`src/design/alpha_weighted_area_downscaler_top_defines.svh`:
```
// assertion macros used by the downscaler controller
`ifndef ALPHA_WEIGHTED_AREA_DOWNSCALER_TOP_DEFINES_SVH
`define ALPHA_WEIGHTED_AREA_DOWNSCALER_TOP_DEFINES_SVH

// same-cycle implication, checked outside reset
`define AWD_ASSERT_NOW(lbl, ante, cons, msg) \
    lbl: assert property (@(posedge i_clk) disable iff (!i_rst_n) (ante) |-> (cons)) \
        else $error(msg);

// next-cycle implication, checked outside reset
`define AWD_ASSERT_NEXT(lbl, ante, cons, msg) \
    lbl: assert property (@(posedge i_clk) disable iff (!i_rst_n) (ante) |=> (cons)) \
        else $error(msg);

`endif

```
`src/design/awd_pkg.sv`:
```
// types and constants of the alpha weighted area downscaler
package awd_pkg;

    localparam int DIM_W     = 13;  // source width and height
    localparam int MAX_W     = 10;  // max edge and output size
    localparam int POS_W     = 24;  // scaled coordinates
    localparam int WGT_W     = 10;  // overlap per axis
    localparam int AW1_W     = 18;  // alpha times x overlap
    localparam int AWT_W     = 28;  // full alpha weight
    localparam int PRD_W     = 36;  // colour times alpha weight
    localparam int SUMA_W    = 34;
    localparam int SUMC_W    = 42;
    localparam int SUM_W     = SUMA_W + 3 * SUMC_W;
    localparam int NUM_W     = 44;
    localparam int DEN_W     = 35;
    localparam int QUO_W     = 10;
    localparam int CFG_IDX_W = 8;
    localparam int CFG_DAT_W = 13;

    localparam logic [CFG_IDX_W-1:0] REG_SRC_WIDTH  = 8'd0;
    localparam logic [CFG_IDX_W-1:0] REG_SRC_HEIGHT = 8'd1;
    localparam logic [CFG_IDX_W-1:0] REG_MAX_EDGE   = 8'd2;

    typedef enum logic [2:0] {
        JOB_DW = 3'd0,
        JOB_DH = 3'd1,
        JOB_B  = 3'd2,
        JOB_G  = 3'd3,
        JOB_R  = 3'd4,
        JOB_A  = 3'd5
    } t_job;

    typedef struct packed {
        logic [7:0] in_blue;
        logic [7:0] in_green;
        logic [7:0] in_red;
        logic [7:0] in_alpha;
    } t_in_item;

    typedef struct packed {
        logic [7:0]  out_blue;
        logic [7:0]  out_green;
        logic [7:0]  out_red;
        logic [7:0]  out_alpha;
        logic [11:0] out_col;
        logic [11:0] out_row;
        logic        frame_last;
    } t_out_item;

    typedef struct packed {
        logic       clr;
        logic       accept;
        logic       rd;
        logic       mul;
        logic       prd;
        logic       wr;
        logic [1:0] slot;
        logic       div_start;
        t_job       job;
        logic       out_load;
    } t_cmd;

    typedef struct packed {
        logic clr_last;
        logic div_done;
        logic pass;
        logic spanx;
        logic spany;
        logic emit;
        logic out_free;
    } t_status;

endpackage

```
`src/design/awd_ctrl.sv`:
```
// controller state machine of the downscaler
`include "alpha_weighted_area_downscaler_top_defines.svh"
module awd_ctrl (
    input  logic             i_clk,
    input  logic             i_rst_n,
    input  logic             i_cfg_accept,
    input  logic             i_in_valid,
    output logic             o_in_ready,
    input  awd_pkg::t_status i_status,
    output awd_pkg::t_cmd    o_cmd
);
    import awd_pkg::*;

    typedef enum logic [8:0] {
        S_CLEAR = 9'b000000001,
        S_DGO   = 9'b000000010,
        S_DWAIT = 9'b000000100,
        S_IDLE  = 9'b000001000,
        S_RD    = 9'b000010000,
        S_MUL   = 9'b000100000,
        S_PRD   = 9'b001000000,
        S_WR    = 9'b010000000,
        S_OUT   = 9'b100000000
    } t_state;

    t_state     r_state, n_state;
    logic [1:0] r_cell, n_cell;
    t_job       r_job, n_job;
    logic       cells_done;

    always_comb begin
        n_state    = r_state;
        n_cell     = r_cell;
        n_job      = r_job;
        o_cmd      = '0;
        o_cmd.slot = r_cell;
        o_cmd.job  = r_job;
        o_in_ready = 1'b0;
        cells_done = 1'b0;
        case (r_state)
            S_CLEAR: begin
                o_cmd.clr = 1'b1;
                if (i_status.clr_last) begin
                    n_state = S_DGO;
                    n_job   = JOB_DW;
                end
            end
            S_DGO: begin
                o_cmd.div_start = 1'b1;
                n_state         = S_DWAIT;
            end
            S_DWAIT: begin
                if (i_status.div_done) begin
                    n_state = S_DGO;
                    case (r_job)
                        JOB_DW:  n_job = JOB_DH;
                        JOB_DH:  n_state = S_IDLE;
                        JOB_B:   n_job = JOB_G;
                        JOB_G:   n_job = JOB_R;
                        JOB_R:   n_job = JOB_A;
                        JOB_A:   n_state = S_OUT;
                        default: n_state = S_IDLE;
                    endcase
                end
            end
            S_IDLE: begin
                o_in_ready = 1'b1;
                if (i_in_valid) begin
                    o_cmd.accept = 1'b1;
                    n_cell       = 2'd0;
                    n_state      = i_status.pass ? S_OUT : S_RD;
                end
            end
            S_RD: begin
                o_cmd.rd = 1'b1;
                n_state  = S_MUL;
            end
            S_MUL: begin
                o_cmd.mul = 1'b1;
                n_state   = S_PRD;
            end
            S_PRD: begin
                o_cmd.prd = 1'b1;
                n_state   = S_WR;
            end
            S_WR: begin
                o_cmd.wr = 1'b1;
                n_state  = S_RD;
                case (r_cell)
                    2'd0: begin
                        if (i_status.spanx) begin
                            n_cell = 2'd1;
                        end else if (i_status.spany) begin
                            n_cell = 2'd2;
                        end else begin
                            cells_done = 1'b1;
                        end
                    end
                    2'd1: begin
                        if (i_status.spany) begin
                            n_cell = 2'd2;
                        end else begin
                            cells_done = 1'b1;
                        end
                    end
                    2'd2: begin
                        if (i_status.spanx) begin
                            n_cell = 2'd3;
                        end else begin
                            cells_done = 1'b1;
                        end
                    end
                    default: cells_done = 1'b1;
                endcase
                if (cells_done) begin
                    if (i_status.emit) begin
                        n_state = S_DGO;
                        n_job   = JOB_B;
                    end else begin
                        n_state = S_IDLE;
                    end
                end
            end
            S_OUT: begin
                if (i_status.out_free) begin
                    o_cmd.out_load = 1'b1;
                    n_state        = S_IDLE;
                end
            end
            default: n_state = S_CLEAR;
        endcase
        // a register write restarts the frame
        if (i_cfg_accept) begin
            n_state = S_CLEAR;
        end
    end

    always_ff @(posedge i_clk) begin
        if (!i_rst_n) begin
            r_state <= S_CLEAR;
            r_cell  <= 2'd0;
            r_job   <= JOB_DW;
        end else begin
            r_state <= n_state;
            r_cell  <= n_cell;
            r_job   <= n_job;
        end
    end

    `AWD_ASSERT_NEXT(a_cfg_clears, i_cfg_accept, r_state == S_CLEAR, "write did not restart")
    `AWD_ASSERT_NOW(a_div_wait, i_status.div_done, r_state == S_DWAIT, "stray divider done")
    `AWD_ASSERT_NOW(a_cell_four, (r_state == S_RD) && (r_cell == 2'd3),
                    i_status.spanx && i_status.spany, "fourth cell without two spans")
    `AWD_ASSERT_NEXT(a_pass_out,
                     (r_state == S_IDLE) && i_in_valid && i_status.pass && !i_cfg_accept,
                     r_state == S_OUT, "pass-through item missed output")
endmodule

```
`config.mk`:
```
export PLATFORM = sky130hd
export DESIGN_NAME = awd_ctrl
export DESIGN_NICKNAME = d
export VERILOG_FILES = /design/src/design/awd_pkg.sv /design/src/design/awd_ctrl.sv
export VERILOG_INCLUDE_DIRS = /design/src /design/src/design
export SDC_FILE = /design/constraint.sdc
export NUM_CORES = 1
export LEC_CHECK = 0
export ABC_AREA = 1
export BUFFER_PORTS_ARGS = -buffer_cell sky130_fd_sc_hd__buf_2
export CORE_MARGIN = 2
export CORE_UTILIZATION = 30
export CTS_CLUSTER_SIZE = 30
export DETAILED_ROUTE_END_ITERATION = 6
export GPL_ROUTABILITY_DRIVEN = 0
export PLACE_DENSITY = 0.46
export SYNTH_ARGS = -nofsm -noshare
export SYNTH_HDL_FRONTEND = slang
export SYNTH_SLANG_ARGS = --single-unit
```
`constraint.sdc`:
```
create_clock -name i_clk -period 3.65 [get_ports i_clk]
set_input_delay 0.5475 -clock i_clk [delete_from_list [all_inputs] [get_ports i_clk]]
set_output_delay 0.5475 -clock i_clk [all_outputs]
set_load 0.005 [all_outputs]
```
# Word-level counts from Yosys, hierarchy flattened
# Index checks and enable logic that the tools add are counted.
# totals
ff_bits,14
inputBits,11
output_inout_bits,14
word_cells,74
# classes
n_eq_ne,24
mux,37
bitwise,1
reduce_logical,9
# ops
op,n
$pmux 9 s9,1
$mux 9,5
$pmux 9 s2,1
$mux 1,15
$mux 3,4
$ne 2x2->1 const B,6
$pmux 3 s4,1
$eq 9x1->1 const B,1
$eq 9x2->1 const B,1
$eq 9x3->1 const B,1
$eq 9x4->1 const B,1
$eq 9x5->1 const B,1
$eq 9x6->1 const B,1
$eq 9x7->1 const B,1
$eq 9x8->1 const B,1
$eq 9x9->1 const B,1
$pmux 3 s3,1
$mux 2,4
$reduce_and 4->1,2
$eq 3x2->1 const B,2
$eq 3x3->1 const B,2
$pmux 2 s3,1
$reduce_and 6->1,1
$mux 5,1
other kinds (15),15

# Logic depth before layout (Yosys ltp)
# depth
ltp_word,6
mapped_depth,12
mapped_depth_nobuf,12

# Least setup slack after synthesis
# OpenSTA, ideal clock, no wires.
# synth_timing
path_type,input to register
start,input port i_status[3] (netlist name)
end,register r_job[2]
setup_ns,0.114
arrival_ns,1.338
required_ns,3.536
slack_ns,2.198
stages,8
path_buffers,0
cell_sequence,inv_1 -> a21oi_1 -> o21ai_0 -> nand3_1 -> nand2_2 -> nand2_4 -> nor2_1 -> nor2_2
# synth_between
elab_chain_len,5
word_cells_on_any_way,6
cone_classes,eq/ne (1); mux (4); reduce/logical (1)
# synth_rtl
element,line,source
start: declaration,awd_ctrl.sv:9,"input awd_pkg::t_status i_status,"
$mux 1 (on tied branches),"awd_ctrl.sv:107, awd_ctrl.sv:91",
$pmux 1 s3 *,awd_ctrl.sv:89,case (r_cell)
$mux 1 *,awd_ctrl.sv:40,case (r_state)
$ne 2x2->1 (no line) *,--,
$reduce_and 6->1 (no line) *,--,
end signal: assignment,awd_ctrl.sv:146,r_job <= n_job;
end: declaration,awd_ctrl.sv:28,"t_job r_job, n_job;"
# Every way passes the cells marked *; elsewhere a longest branch is shown, timed or not. The select of a mux whose other input is x is not followed.
# A chain may end at the register's enable or synchronous reset.

==> impl_summary.txt <==
----------------------------------------------------
[Clocking]
  Root Buffer Master ... sky130_fd_sc_hd__clkbuf_8
  Clock latency on the worst-skew pair ... 250 ps
  H-tree depth ... 1
  Post-CTS setup repair buffer count ... 0
  Cts bufs inserted ... 3
  Maximum root-to-sink buffer count ... 2
  Clock-pin slew of the registers on the worst-case setup and hold paths ... 70 ps
  Post_cts resized ... 0
  Clock Sink Count ... 14
  CTS Hold Buffers Added ... 0
  CTS tree ... yes

[Critical path]
  Number of buffer and inverter stages on the critical path ... 2
  Required time at the endpoint of the critical path ... 3100 ps
  Worst reg2reg path endpoint ... r_job[0]$_SDFFE_PN0P_
  Crit start category ... flop
  Arrival time reported for the critical path endpoint ... roughly 1300 ps
  CP Max Fanout ... 4
  Sequence of cells on the critical path ... nor2_2, nand2_2, nor2_1, nand2_1, inv_1, buf_2
  CP peak stage delay ... 340 ps
  Type of the worst setup path ... reg2out
  Cell family contributing the most delay on the critical path ... simple AND/OR/NAND/NOR gates
  Register-to-Register Setup Slack ... 2010 ps
  Reg-to-reg critical path startpoint ... r_cell[1]$_SDFFE_PN0P_
  Cell count of the worst reg-to-reg path ... 9
  Worst Setup End Kind ... primary output
  Critical Path Slowest Stage Cell ... sky130_fd_sc_hd__dfxtp_1

[Placement]
  Dpl ws ... 1900 ps
  Count of buffers inserted at the top-level ports ... 24
  Half-perimeter wire length of the detailed placement result ... 2220 um
  Count of placed standard cells including taps ... between 200 and 250

[Timing]
  Final setup margin ... 1790 ps
  Minimum clock period ... approximately 1900 ps
  RSZ-0062 raised after global routing ... no
  Relative slew slack ... 0.769
  Final Hold Viols ... 0
  Final max-slew violation count ... 0
  Final clock period utilization by the worst path ... 0.509
  Tightest Pin Transition ... 342 ps
  Setup total negative slack ... 0 ps
  Timing-limited maximum frequency ... roughly 540 MHz
  Setup violators final ... 0
  Worst clock skew on the final layout ... slightly below 2 ps

[Detailed routing]
  Number of violations reported at the end of detailed-routing iteration 0 ... between 80 and 90
  Via count of the routed design ... 1102
  Number of vias per cell ... around 4.4
  Number of remaining DRC errors ... 0
  Wirelength per Cell ... 10.7 um
  Number of nets with antenna violations after routing ... 0
  Total wire length ... about 2700 um
  Detailed-router iteration count before antenna repair ... 4

[GRT]
  GRT Total Usage ... 0.139
  GR Overflow Total ... 0
  Initial antenna violation count ... 0
  Maximum number of pins on one net before global-route repair ... 9
  Global-route wire length before repair ... ~4500 um
  Number of global-route vias before repair ... between 1000 and 1500

[Yosys]
  Post-synth design cell area ... 1110 um^2
  Yosys Warn Count ... 0
  Register bit count reported by yosys ... 14
  Proportion of synthesized chip area in sequential cells ... 0.253
  Distinct cell type count after synthesis ... 25
  Mean post-synth cell area ... around 6.4 um^2
  Syn_nets ... 189
  Cells after Synth ... approximately 170

[Pwr]
  Static power due to leakage ... 0.676 nW
  Overall power after layout ... 0.390 mW
  Power per Cell Area ... 290 nW/um^2
  Maximum ir drop on the vdd rail ... 0.116 mV

[Floorplan]
  Area of the die ... 4200 um^2
  Core outline area ... 3610 um^2
  Placement row count ... 22
  Die outline height ... 64.8 um
  Initial Util ... 0.307
  Chip Width ... 64.8 um
  I/O pin count ... 25

[Hold path]
  HP Class ... in2reg
  Worst min-delay path endpoint ... r_state[0]$_SDFFE_PP1P_
  Hold Path Origin ... i_cfg_accept
  Worst hold stages ... 3

[Final layout]
  Fill cell count ... 416
  Total number of nets in the final design ... 218
  Number of antenna repair diodes ... 0
  Share of cells above drive strength 1 ... 0.282
  Final standard cell utilization of the core ... 0.373
  Layout-stage area growth over the synthesis result ... 21.2%
  Cell Count, Final, Fillers Out ... 250

[Outcome]
  Run status ... completed

[Run]
  Max-cap violations ... 0

----------------------------------------------------
layer usage:
layer / wire (um) / track usage / part of all wire
met5: 0 / 0 / 0
met2: 1280 / 0.233 / 0.48
met1: 1280 / 0.175 / 0.48
met3: 78 / 0.0330 / 0.029
met4: 34 / 0.0399 / 0.013
worst max path at each step:
| stage | slack [ps] | start | cells past startpoint | endpoint |
|---|---|---|---|---|
| 2_1_floorplan | 2200 | i_status[3] | 8 | r_job[2]$_SDFFE_PN0P_ |
| 3_3_place_gp | 1980 | i_status[3] | 9 | r_job[2]$_SDFFE_PN0P_ |
| 3_5_place_dp | 1900 | i_status[3] | 9 | r_job[0]$_SDFFE_PN0P_ |
| 4_1_cts | 1770 | r_state[2]$_SDFFE_PP0P_ | 4 | o_cmd[7] |
| 5_1_grt | 1660 | r_state[2]$_SDFFE_PP0P_ | 6 | o_cmd[10] |
| 6_report | 1790 | r_state[2]$_SDFFE_PP0P_ | 6 | o_cmd[10] |
registers in the layout, summed over array words and instances, names as in the netlist:
register / cells
r_cell: 2
r_job: 3
r_state: 9
where the power goes:
part,total (mW),leakage [nW],internal [mW],switching (mW)
Combinational,0.0641,0.534,0.0248,0.0393
Clock,0.162,0.0288,0.0957,0.0661
Sequential,0.164,0.114,0.158,0.00633
Total,0.390,0.676,0.278,0.112
final cells by class:
cell class                      instances  area (um^2)  share of cell area
Clock buffer                            4         55.1              0.0410
Inverter                               31          116              0.0866
Multi-Input combinational cell        129          712               0.530
Sequential cell                        14          280               0.209
Tap cell                               48         60.1              0.0447
Timing Repair Buffer                   24          120              0.0894
worst reg2reg max path: cells and delay by family (launching register included):
kind | cells | cell delay, ps
adders and majority gates | 1 | 180
and+or+nand+nor | 5 | 510
buffers and inverters | 1 | 130
DFF | 1 | 350
AOI/OAI and AO/OA | 2 | 370
kinds of logic (layout without fill, tap and decap cells):
| kind of cell | Yosys count | after routing | share of synthesized area |
|---|---|---|---|
| simple gates | 102 | 102 | 0.476 |
| compound gates | 23 | 23 | 0.121 |
| fa+ha+maj | 4 | 4 | 0.0451 |
| buf+inv | 31 | 59 | 0.105 |
| flops | 14 | 14 | 0.253 |
Yosys cell counts, drive strengths merged:
master  count  share of area
nor3        5          0.027
and3        1          0.010
nor2       39           0.18
o21a        1         0.0068
nand3      12          0.059
nor4        1         0.0056
nand4       1         0.0056
inv        31           0.10
o22ai       4          0.023
ha          4          0.045
nand2      40           0.17
a21oi      12          0.058
nand3b      3          0.020
o21ai       6          0.034
dfxtp      14           0.25
through the flow:
| step | hold slack [ps] | cell area [um^2] |
|---|---|---|
| after floorplan | 535 | 1110 |
| after global placement | 549 | 1290 |
| after detailed placement | 557 | 1290 |
| after CTS | 497 | 1340 |
| after global routing | 494 | 1340 |
| final | 492 | 1340 |
layout by cell type, fill, tap and decap left out, drive strengths merged:
cell	instances
inv	31
dfxtp	14
o21a	1
a21oi	12
buf	24
nand3b	3
ha	4
o21ai	6
nand3	12
o22ai	4
nor4	1
nand2	40
clkbuf	4
nor3	5
and3	1
nor2	39
nand4	1
(Power assumes the default switching activity.)
